[src/rtl/deqs_pkg.sv]
`timescale 1ns / 1ps
// ----------------------------------------------------------------------------
// deqs_pkg: shared types and constants for the deque with search
// Operation and status codes, sequencer states and the control/status
// structs that pass between the sequencer and the scan unit.
// ----------------------------------------------------------------------------
package deqs_pkg;

  // field widths fixed by the word format
  localparam int unsigned ModeW = 3;
  localparam int unsigned WordW = 32;
  localparam int unsigned PosW  = 4;
  localparam int unsigned StsW  = 2;
  localparam int unsigned OccW  = 5;

  // operation codes; the two spare codes are no-ops
  typedef enum logic [ModeW-1:0] {
    MODE_PUSH_FRONT = 3'd0,
    MODE_PUSH_BACK  = 3'd1,
    MODE_POP_FRONT  = 3'd2,
    MODE_POP_BACK   = 3'd3,
    MODE_CLEAR      = 3'd4,
    MODE_FIND       = 3'd5
  } mode_e;

  // result status codes
  typedef enum logic [StsW-1:0] {
    ST_DONE  = 2'd0,
    ST_EMPTY = 2'd1,
    ST_FULL  = 2'd2
  } status_e;

  // sequencer states
  typedef enum logic [1:0] {
    S_IDLE = 2'd0,
    S_POP  = 2'd1,
    S_FIND = 2'd2
  } state_e;

  // sequencer to scan unit
  typedef struct packed {
    logic start;  // load key and pointers, first read issued by sequencer
    logic step;   // advance to the next stored entry
  } scan_cmd_t;

  // scan unit to sequencer
  typedef struct packed {
    logic hit;    // current entry equals the key
    logic last;   // current entry is the back of the queue
  } scan_sts_t;

endpackage

[src/rtl/deqs_if.sv]
`timescale 1ns / 1ps
// ----------------------------------------------------------------------------
// deqs_in_if / deqs_out_if: valid/ready channels of the deque
// Command words in, result words out.
// ----------------------------------------------------------------------------
interface deqs_in_if;
  logic                          valid;
  logic                          ready;
  logic [deqs_pkg::ModeW-1:0]    mode;
  logic signed [deqs_pkg::WordW-1:0] value_in;

  modport source (output valid, output mode, output value_in, input ready);
  modport sink   (input valid, input mode, input value_in, output ready);
endinterface

interface deqs_out_if;
  logic                              valid;
  logic                              ready;
  logic signed [deqs_pkg::WordW-1:0] value_out;
  logic                              found;
  logic [deqs_pkg::PosW-1:0]         position;
  logic [deqs_pkg::StsW-1:0]         status;
  logic [deqs_pkg::OccW-1:0]         occupancy;

  modport source (output valid, output value_out, output found, output position,
                  output status, output occupancy, input ready);
  modport sink   (input valid, input value_out, input found, input position,
                  input status, input occupancy, output ready);
endinterface

[src/rtl/double_ended_queue_with_search_unit.sv]
`timescale 1ns / 1ps
// ----------------------------------------------------------------------------
// double_ended_queue_with_search_unit: bounded deque of 32-bit words
// Ring store of DEPTH words with push/pop at both ends, clear and find.
// ----------------------------------------------------------------------------
// Each command word gives one result word. Pushes, clear, refused pops and
// the spare codes finish in the accept cycle (result registered at that
// edge). A pop issues its read in the accept cycle and loads the result
// from the registered read port in the S_POP state. Find walks the queue
// from the front with a single compare unit, one stored word per cycle
// through the one read port and stops at the first match or at the back
// of the queue; an empty queue gives a miss in the accept cycle. The block
// takes a new command when the sequencer is idle and the output register is
// free or being drained in the same cycle. The store needs no clearing pass
// after reset; only words that were pushed are ever read.
// ----------------------------------------------------------------------------
module double_ended_queue_with_search_unit #(
  parameter int unsigned DEPTH = 16
) (
  input  logic       clk_i,
  input  logic       rst_ni,
  deqs_in_if.sink    in_i,
  deqs_out_if.source out_o
);

  localparam int unsigned AW = $clog2(DEPTH);
  localparam int unsigned CW = $clog2(DEPTH+1);

  deqs_pkg::state_e state_q, state_d;
  logic [AW-1:0]    front_q, front_d;
  logic [AW-1:0]    back_q, back_d;
  logic [CW-1:0]    count_q, count_d;

  logic                              out_valid_q, out_valid_d;
  logic [deqs_pkg::WordW-1:0]        value_q, value_d;
  logic                              found_q, found_d;
  logic [AW-1:0]                     pos_q, pos_d;
  deqs_pkg::status_e                 status_q, status_d;
  logic                              load_out;

  logic                 in_fire;
  deqs_pkg::mode_e      mode;
  logic                 empty, full;
  logic [AW-1:0]        front_prev, front_next, back_prev, back_next;

  logic                       ram_we, ram_re;
  logic [AW-1:0]              ram_waddr, ram_raddr;
  logic [deqs_pkg::WordW-1:0] ram_rdata;

  deqs_pkg::scan_cmd_t  scan_cmd;
  deqs_pkg::scan_sts_t  scan_sts;
  logic [AW-1:0]        scan_raddr;
  logic [AW-1:0]        scan_pos;

  logic [AW+deqs_pkg::PosW-1:0] pos_ext;
  logic [CW+deqs_pkg::OccW-1:0] occ_ext;

  // handshake
  assign in_i.ready = (state_q == deqs_pkg::S_IDLE) && (!out_valid_q || out_o.ready);
  assign in_fire    = in_i.valid && in_i.ready;
  assign mode       = deqs_pkg::mode_e'(in_i.mode);

  // ring neighbors of the end pointers
  assign front_prev = (front_q == '0) ? AW'(DEPTH-1) : front_q - 1'b1;
  assign front_next = (front_q == AW'(DEPTH-1)) ? '0 : front_q + 1'b1;
  assign back_prev  = (back_q == '0) ? AW'(DEPTH-1) : back_q - 1'b1;
  assign back_next  = (back_q == AW'(DEPTH-1)) ? '0 : back_q + 1'b1;
  assign empty      = (count_q == '0);
  assign full       = (count_q == CW'(DEPTH));

  // sequencer: next state, store access and result capture
  always_comb begin
    state_d   = state_q;
    front_d   = front_q;
    back_d    = back_q;
    count_d   = count_q;
    ram_we    = 1'b0;
    ram_waddr = back_q;
    ram_re    = 1'b0;
    ram_raddr = front_q;
    scan_cmd  = '0;
    load_out  = 1'b0;
    value_d   = '0;
    found_d   = 1'b0;
    pos_d     = '0;
    status_d  = deqs_pkg::ST_DONE;

    unique case (state_q)
      deqs_pkg::S_IDLE: begin
        if (in_fire) begin
          case (mode)
            deqs_pkg::MODE_PUSH_FRONT: begin
              load_out = 1'b1;
              if (full) begin
                status_d = deqs_pkg::ST_FULL;
              end else begin
                ram_we    = 1'b1;
                ram_waddr = front_prev;
                front_d   = front_prev;
                count_d   = count_q + 1'b1;
              end
            end
            deqs_pkg::MODE_PUSH_BACK: begin
              load_out = 1'b1;
              if (full) begin
                status_d = deqs_pkg::ST_FULL;
              end else begin
                ram_we    = 1'b1;
                ram_waddr = back_q;
                back_d    = back_next;
                count_d   = count_q + 1'b1;
              end
            end
            deqs_pkg::MODE_POP_FRONT: begin
              if (empty) begin
                load_out = 1'b1;
                status_d = deqs_pkg::ST_EMPTY;
              end else begin
                ram_re    = 1'b1;
                ram_raddr = front_q;
                front_d   = front_next;
                count_d   = count_q - 1'b1;
                state_d   = deqs_pkg::S_POP;
              end
            end
            deqs_pkg::MODE_POP_BACK: begin
              if (empty) begin
                load_out = 1'b1;
                status_d = deqs_pkg::ST_EMPTY;
              end else begin
                ram_re    = 1'b1;
                ram_raddr = back_prev;
                back_d    = back_prev;
                count_d   = count_q - 1'b1;
                state_d   = deqs_pkg::S_POP;
              end
            end
            deqs_pkg::MODE_CLEAR: begin
              load_out = 1'b1;
              front_d  = '0;
              back_d   = '0;
              count_d  = '0;
            end
            deqs_pkg::MODE_FIND: begin
              if (empty) begin
                load_out = 1'b1;
              end else begin
                ram_re         = 1'b1;
                ram_raddr      = front_q;
                scan_cmd.start = 1'b1;
                state_d        = deqs_pkg::S_FIND;
              end
            end
            default: begin
              load_out = 1'b1;
            end
          endcase
        end
      end
      deqs_pkg::S_POP: begin
        load_out = 1'b1;
        value_d  = ram_rdata;
        state_d  = deqs_pkg::S_IDLE;
      end
      deqs_pkg::S_FIND: begin
        if (scan_sts.hit) begin
          load_out = 1'b1;
          found_d  = 1'b1;
          pos_d    = scan_pos;
          state_d  = deqs_pkg::S_IDLE;
        end else if (scan_sts.last) begin
          load_out = 1'b1;
          state_d  = deqs_pkg::S_IDLE;
        end else begin
          ram_re        = 1'b1;
          ram_raddr     = scan_raddr;
          scan_cmd.step = 1'b1;
        end
      end
      default: begin
        state_d = deqs_pkg::S_IDLE;
      end
    endcase
  end

  // output valid follows load and drain
  always_comb begin
    out_valid_d = out_valid_q;
    if (load_out) begin
      out_valid_d = 1'b1;
    end else if (out_o.ready) begin
      out_valid_d = 1'b0;
    end
  end

  // control registers
  always_ff @(posedge clk_i or negedge rst_ni) begin
    if (!rst_ni) begin
      state_q     <= deqs_pkg::S_IDLE;
      front_q     <= '0;
      back_q      <= '0;
      count_q     <= '0;
      out_valid_q <= 1'b0;
    end else begin
      state_q     <= state_d;
      front_q     <= front_d;
      back_q      <= back_d;
      count_q     <= count_d;
      out_valid_q <= out_valid_d;
    end
  end

  // result payload register; occupancy is taken live from the count
  always_ff @(posedge clk_i) begin
    if (load_out) begin
      value_q  <= value_d;
      found_q  <= found_d;
      pos_q    <= pos_d;
      status_q <= status_d;
    end
  end

  // word store
  deqs_ram #(
    .WIDTH (deqs_pkg::WordW),
    .DEPTH (DEPTH)
  ) u_ram (
    .clk_i   (clk_i),
    .we_i    (ram_we),
    .waddr_i (ram_waddr),
    .wdata_i (in_i.value_in),
    .re_i    (ram_re),
    .raddr_i (ram_raddr),
    .rdata_o (ram_rdata)
  );

  // search unit
  deqs_scan #(
    .DEPTH (DEPTH)
  ) u_scan (
    .clk_i   (clk_i),
    .rst_ni  (rst_ni),
    .cmd_i   (scan_cmd),
    .key_i   (in_i.value_in),
    .front_i (front_q),
    .count_i (count_q),
    .rdata_i (ram_rdata),
    .raddr_o (scan_raddr),
    .pos_o   (scan_pos),
    .sts_o   (scan_sts)
  );

  // output word, position and occupancy masked to field widths
  assign pos_ext         = {{deqs_pkg::PosW{1'b0}}, pos_q};
  assign occ_ext         = {{deqs_pkg::OccW{1'b0}}, count_q};
  assign out_o.valid     = out_valid_q;
  assign out_o.value_out = value_q;
  assign out_o.found     = found_q;
  assign out_o.position  = pos_ext[deqs_pkg::PosW-1:0];
  assign out_o.status    = status_q;
  assign out_o.occupancy = occ_ext[deqs_pkg::OccW-1:0];

  // count never passes the store depth
  a_count_bound : assert property (@(posedge clk_i) disable iff (!rst_ni)
    count_q <= CW'(DEPTH))
    else $error("entry count above depth");

  // a multi-cycle operation only runs with the output register free
  a_out_free : assert property (@(posedge clk_i) disable iff (!rst_ni)
    (state_q != deqs_pkg::S_IDLE) |-> !out_valid_q)
    else $error("result register busy during pop or find");

  // an accepted push into a non-full queue grows the count by one
  a_push_count : assert property (@(posedge clk_i) disable iff (!rst_ni)
    (in_fire && !full && (mode == deqs_pkg::MODE_PUSH_FRONT ||
                          mode == deqs_pkg::MODE_PUSH_BACK))
    |=> (count_q == $past(count_q) + 1'b1))
    else $error("push did not grow the count");

endmodule

[src/rtl/deqs_ram.sv]
`timescale 1ns / 1ps
// ----------------------------------------------------------------------------
// deqs_ram: generic simple dual-port RAM
// One write port, one read port with registered read data.
// ----------------------------------------------------------------------------
module deqs_ram #(
  parameter int unsigned WIDTH = 32,
  parameter int unsigned DEPTH = 16
) (
  input  logic                     clk_i,
  input  logic                     we_i,
  input  logic [$clog2(DEPTH)-1:0] waddr_i,
  input  logic [WIDTH-1:0]         wdata_i,
  input  logic                     re_i,
  input  logic [$clog2(DEPTH)-1:0] raddr_i,
  output logic [WIDTH-1:0]         rdata_o
);

  logic [WIDTH-1:0] mem_q [DEPTH];
  logic [WIDTH-1:0] rdata_q;

  // write port
  always_ff @(posedge clk_i) begin
    if (we_i) begin
      mem_q[waddr_i] <= wdata_i;
    end
  end

  // registered read port
  always_ff @(posedge clk_i) begin
    if (re_i) begin
      rdata_q <= mem_q[raddr_i];
    end
  end

  assign rdata_o = rdata_q;

endmodule

[src/rtl/deqs_scan.sv]
`timescale 1ns / 1ps
// ----------------------------------------------------------------------------
// deqs_scan: search unit of the deque
// One 32-bit equality compare reused each cycle on the word read from the
// store, with the ring read pointer and the offset counter of the walk.
// ----------------------------------------------------------------------------
module deqs_scan #(
  parameter int unsigned DEPTH = 16
) (
  input  logic                              clk_i,
  input  logic                              rst_ni,
  input  deqs_pkg::scan_cmd_t               cmd_i,
  input  logic [deqs_pkg::WordW-1:0]        key_i,
  input  logic [$clog2(DEPTH)-1:0]          front_i,
  input  logic [$clog2(DEPTH+1)-1:0]        count_i,
  input  logic [deqs_pkg::WordW-1:0]        rdata_i,
  output logic [$clog2(DEPTH)-1:0]          raddr_o,
  output logic [$clog2(DEPTH)-1:0]          pos_o,
  output deqs_pkg::scan_sts_t               sts_o
);

  localparam int unsigned AW = $clog2(DEPTH);
  localparam int unsigned CW = $clog2(DEPTH+1);

  logic [deqs_pkg::WordW-1:0] key_q;
  logic [AW-1:0]              idx_q, idx_d;
  logic [AW-1:0]              ofs_q, ofs_d;
  logic [AW-1:0]              idx_base;
  logic [AW-1:0]              idx_next;
  logic [CW-1:0]              ofs_ext;

  // ring increment of the read pointer
  assign idx_base = cmd_i.start ? front_i : idx_q;
  assign idx_next = (idx_base == AW'(DEPTH-1)) ? '0 : idx_base + 1'b1;

  // pointer and offset update
  always_comb begin
    idx_d = idx_q;
    ofs_d = ofs_q;
    if (cmd_i.start) begin
      idx_d = idx_next;
      ofs_d = '0;
    end else if (cmd_i.step) begin
      idx_d = idx_next;
      ofs_d = ofs_q + 1'b1;
    end
  end

  always_ff @(posedge clk_i or negedge rst_ni) begin
    if (!rst_ni) begin
      idx_q <= '0;
      ofs_q <= '0;
    end else begin
      idx_q <= idx_d;
      ofs_q <= ofs_d;
    end
  end

  // search key
  always_ff @(posedge clk_i) begin
    if (cmd_i.start) begin
      key_q <= key_i;
    end
  end

  // shared compare, and end-of-queue check
  assign ofs_ext    = CW'(ofs_q);
  assign sts_o.hit  = (rdata_i == key_q);
  assign sts_o.last = ((ofs_ext + CW'(1)) == count_i);
  assign raddr_o    = idx_q;
  assign pos_o      = ofs_q;

endmodule
[src/flat_wrapper.sv]
// flat-port wrapper written by rule: the top's interface ports become plain ports
module double_ended_queue_with_search_unit_flat 
#(
  parameter int unsigned DEPTH = 16
)
  (clk_i, rst_ni, in_i_valid, in_i_mode, in_i_value_in, in_i_ready, out_o_valid, out_o_value_out, out_o_found, out_o_position, out_o_status, out_o_occupancy, out_o_ready);
  deqs_in_if in_i_i ();
  deqs_out_if out_o_i ();
  input  logic clk_i;
  input  logic rst_ni;
  input wire logic [$bits(in_i_i.valid)-1:0] in_i_valid;
  input wire logic [$bits(in_i_i.mode)-1:0] in_i_mode;
  input wire logic [$bits(in_i_i.value_in)-1:0] in_i_value_in;
  output wire logic [$bits(in_i_i.ready)-1:0] in_i_ready;
  output wire logic [$bits(out_o_i.valid)-1:0] out_o_valid;
  output wire logic [$bits(out_o_i.value_out)-1:0] out_o_value_out;
  output wire logic [$bits(out_o_i.found)-1:0] out_o_found;
  output wire logic [$bits(out_o_i.position)-1:0] out_o_position;
  output wire logic [$bits(out_o_i.status)-1:0] out_o_status;
  output wire logic [$bits(out_o_i.occupancy)-1:0] out_o_occupancy;
  input wire logic [$bits(out_o_i.ready)-1:0] out_o_ready;
  assign in_i_i.valid = in_i_valid;
  assign in_i_i.mode = in_i_mode;
  assign in_i_i.value_in = in_i_value_in;
  assign in_i_ready = in_i_i.ready;
  assign out_o_valid = out_o_i.valid;
  assign out_o_value_out = out_o_i.value_out;
  assign out_o_found = out_o_i.found;
  assign out_o_position = out_o_i.position;
  assign out_o_status = out_o_i.status;
  assign out_o_occupancy = out_o_i.occupancy;
  assign out_o_i.ready = out_o_ready;
  double_ended_queue_with_search_unit #(.DEPTH(DEPTH)) u_core (.clk_i(clk_i), .rst_ni(rst_ni), .in_i(in_i_i), .out_o(out_o_i));
endmodule
[config.mk]
export PLATFORM = sky130hd
export DESIGN_NAME = double_ended_queue_with_search_unit_flat
export DESIGN_NICKNAME = d
export VERILOG_FILES = /design/src/rtl/deqs_pkg.sv /design/src/rtl/deqs_if.sv /design/src/rtl/double_ended_queue_with_search_unit.sv /design/src/rtl/deqs_ram.sv /design/src/rtl/deqs_scan.sv /design/src/flat_wrapper.sv
export SDC_FILE = /design/constraint.sdc
export NUM_CORES = 1
export LEC_CHECK = 0
export BUFFER_PORTS_ARGS = -buffer_cell sky130_fd_sc_hd__buf_2
export CORE_UTILIZATION = 49
export CTS_CLUSTER_SIZE = 24
export DETAILED_ROUTE_END_ITERATION = 6
export PLACE_DENSITY_LB_ADDON = 0.3
export SETUP_SLACK_MARGIN = 0.2
export SLEW_MARGIN = 20
export SYNTH_ARGS = -nofsm -noshare
export SYNTH_HDL_FRONTEND = slang
export SYNTH_SLANG_ARGS = --single-unit
[constraint.sdc]
create_clock -name clk_i -period 10.2 [get_ports clk_i]
set_clock_uncertainty 0.2 [all_clocks]
set_input_delay 1.02 -clock clk_i [delete_from_list [all_inputs] [get_ports clk_i]]
set_output_delay 1.02 -clock clk_i [all_outputs]
set_load 0.02 [all_outputs]
==> results_dict.tcl <==
set metrics [dict create \
    synth_area_um2 25820 \
    grt_pass1_vias 15250 \
    placement.io_buffers 84 \
    worstMarginPinSlew_ps 1087 \
    cts.reportedPaths.clkPinSlew_ps 70 \
    yosys-mux-area-fraction_pct 0.3586 \
    synth_cell_types 65 \
    reg2reg_slack_ps 5300 \
    synth_ff_type "edfxtp_1" \
    cp.required_ps 10260 \
    grt_antenna_before_repair 2 \
    die_area_um2 53620 \
    syn_inst 1890 \
    cp_slowest_stage_delay_ps 830 \
    path_max_fanout 39 \
    r2r_cells 10 \
    rsz0062_at_grt "false" \
    worstReg2RegEnd "u_core.u_ram.mem_q[14][5]" \
    multi_input_area_um2 6255 \
    clockRootBuffer "clkbuf_16" \
    cts-resized-gates 0 \
    fmax_mhz 204.2 \
    grt_overflow 0 \
    fin_crit_sh_pct 48.00 \
    violations "design-rule violations" \
    cts_buffers 61 \
    crit_arrival_ps 4960 \
    final_cell_mix "edfxtp_1, nand2_1, nand3_1" \
    cts_buffer_depth 3 \
    synth-edff-count 615 \
    synthArstFlopShare_pct 3.756 \
    drc 10 \
    p_total_w 0.005134 \
    setup_tns_ps 0 \
    cp-end-kind "flop" \
    fillCellCount 4107 \
    cellPowerDensity_nw_per_um2 177.4 \
    core_area_um2 51720 \
    cts.sink_count 639 \
    cts_tree "yes" \
    max_slew_margin_pct 27.55 \
    area.growth.synth_to_final_pct 12.07 \
    cp_top_family "simple AND/OR/NAND/NOR gates" \
    die_h_um 231.6 \
    dr.pass1.iters 7 \
    syn-num-nets 1940 \
    ios 85 \
    place_hpwl_um 32500 \
    ant_nets 0 \
    syn_area_per_cell_um2 13.66 \
    drive_gt1_share_pct 12.19 \
    synth-simple-area-share_pct 11.91 \
    cap_violations 0 \
    globalplace.congestion 0.8423 \
    yosysWarnings 0 \
    first_iter_violations 2007 \
    crit_chain "buf_4 -> nor2_1 -> and2_1 -> nand2_1 -> a2111oi_1 -> and2_1 -> mux2i_1 -> nand3_1 -> nor2_4 -> buf_4" \
    hold_viol 0 \
    finalCriticalPeriod_ps 4896 \
    seq_area_frac_synth_pct 73.85 \
    via_count 16210 \
    post_cts_buffers 0 \
    clock_tree.htree_level_count 2 \
    grt_max_degree 249 \
    start_util_pct 49.93 \
    routed_wl_um 66450 \
    vdd_drop_max_mv 0.1362 \
    final_common_cell "edfxtp_1" \
    crit_type "reg -> reg" \
    track_usage_pct 24.74 \
    status "finished, violations left" \
    cts_hold_buf 0 \
    die_x_um 231.6 \
    fin_nets 2003 \
    wire_per_inst_um 24.76 \
    setup_viol 0 \
    viasPerCell 6.040 \
    regArea_um2 19070 \
    hold_path_class "in -> async" \
    path_buf_inv 2 \
    ys_ff_latch 639 \
    fin_util_pct 55.95 \
    synth-compound-area-share_pct 9.164 \
    hold-worst-slack_ps 197.6 \
    p_leak_nw 9.755 \
    crit_slowest_cell "a2111oi_1" \
    synth_top_family_by_area "simple AND/OR/NAND/NOR gates" \
    placedCellCount 2568 \
    grt_pass1_wl_um 97650 \
    clock_latency_ps 640 \
    synthXorXnorAreaFrac_pct 1.512 \
    rr_startpoint "u_core.state_q[0]" \
    synth-adder-area-share_pct 0.5621 \
    slew_violations 0 \
    rows 83 \
    layoutNonFillerInstCount 2684 \
    worstSetupStartpointType "flop" \
]
synthesized netlist by cell type (22+ instances only):
library cell | instances | area, um^2
edfxtp_1 | 615 | 18470
inv_1 | 22 | 82.58
a21boi_0 | 44 | 330.3
clkbuf_1 | 29 | 108.9
o311ai_1 | 32 | 280.3
nand2_1 | 409 | 1535
nor2_1 | 39 | 146.4
a21oi_1 | 89 | 445.4
a31oi_1 | 68 | 425.4
nand3_1 | 169 | 845.8
a22oi_1 | 34 | 255.2
xor2_1 | 36 | 315.3
dfrtp_1 | 24 | 600.6
and3_1 | 36 | 225.2
buf_2 | 72 | 360.4
sequential cells by signal (all words and copies together) (netlist names):
name / cells
u_core.front_q: 4
u_core.state_q: 2
u_core.out_o.status: 2
u_core.back_q: 4
u_core.out_o.position: 4
u_core.u_ram.mem_q: 512
u_core.u_scan.pos_o: 4
u_core.out_o.value_out: 32
u_core.out_o.occupancy: 5
u_core.u_scan.key_q: 32
u_core.out_o.found: 1
u_core.u_scan.raddr_o: 4
u_core.u_ram.rdata_o: 32
u_core.out_o.valid: 1
stage by stage:
| step | setup slack [ps] | cell area, um^2 |
|---|---|---|
| 4_1_cts | 5303 | 28880 |
| 2_1_floorplan | 5096 | 25820 |
| 5_1_grt | 4922 | 28930 |
| 3_3_place_gp | 5173 | 26920 |
| 6_report | 5304 | 28940 |
| 3_5_place_dp | 5025 | 26920 |
kinds of logic (layout without fill, tap and decap cells):
kind of cell,count (synthesis),in the layout
adder cells (fa/ha/maj),11,11
buffers and inverters,138,250
flip-flops,639,639
AND/OR/NAND/NOR,702,702
AO/OA/AOI/OAI,348,348
other,0,2
multiplexers,9,9
XOR/XNOR,43,43
routing by layer:
layer,global-route usage (%),routed length (um),vias up
met5,0,0,-
met1,35.37,27250,8078
met3,4.109,5894,99
li1,-,-,7196
met4,6.949,1520,0
met2,39.26,31780,838
worst register-to-register path: cells and delay by family, from the launching register on:
family | cells | cell delay, ps
compound gates | 1 | 830
buf+inv | 2 | 840
flops | 1 | 360
mux | 1 | 340
simple gates | 6 | 1970
layout make-up:
| type | instances | share of cell area [%] |
|---|---|---|
| flip-flops and latches | 639 | 65.90 |
| multi-input cells | 1113 | 21.62 |
| clock buffers | 71 | 5.478 |
| well taps | 680 | 2.940 |
| repair buffers | 115 | 2.482 |
| clock inverters | 41 | 1.271 |
| inverters | 23 | 0.2984 |
| diodes | 2 | 0.01730 |
worst max-delay path by stage:
stage | from | to | slack (ps) | cells after the start
3_5_place_dp | in_i_mode[2] | u_core.u_ram.rdata_o[16] | 5020 | 12
6_report | u_core.state_q[0] | u_core.u_ram.mem_q[14][5] | 5300 | 10
5_1_grt | u_core.state_q[0] | u_core.u_ram.mem_q[14][5] | 4920 | 10
2_1_floorplan | u_core.u_scan.pos_o[0] | u_core.out_o.found | 5100 | 6
3_3_place_gp | in_i_mode[2] | u_core.u_ram.rdata_o[18] | 5170 | 12
4_1_cts | u_core.u_ram.rdata_o[20] | u_core.u_ram.rdata_o[6] | 5300 | 10
report_power, final:
part                       switching [W]  leakage (nW)  internal (W)
Clock                           0.000976         0.961       0.00124
Sequential     0.00000000000000000000725          5.81       0.00287
Combinational                  0.0000399          2.98    0.00000870
No activity file was read; power rests on OpenSTA's default activity.
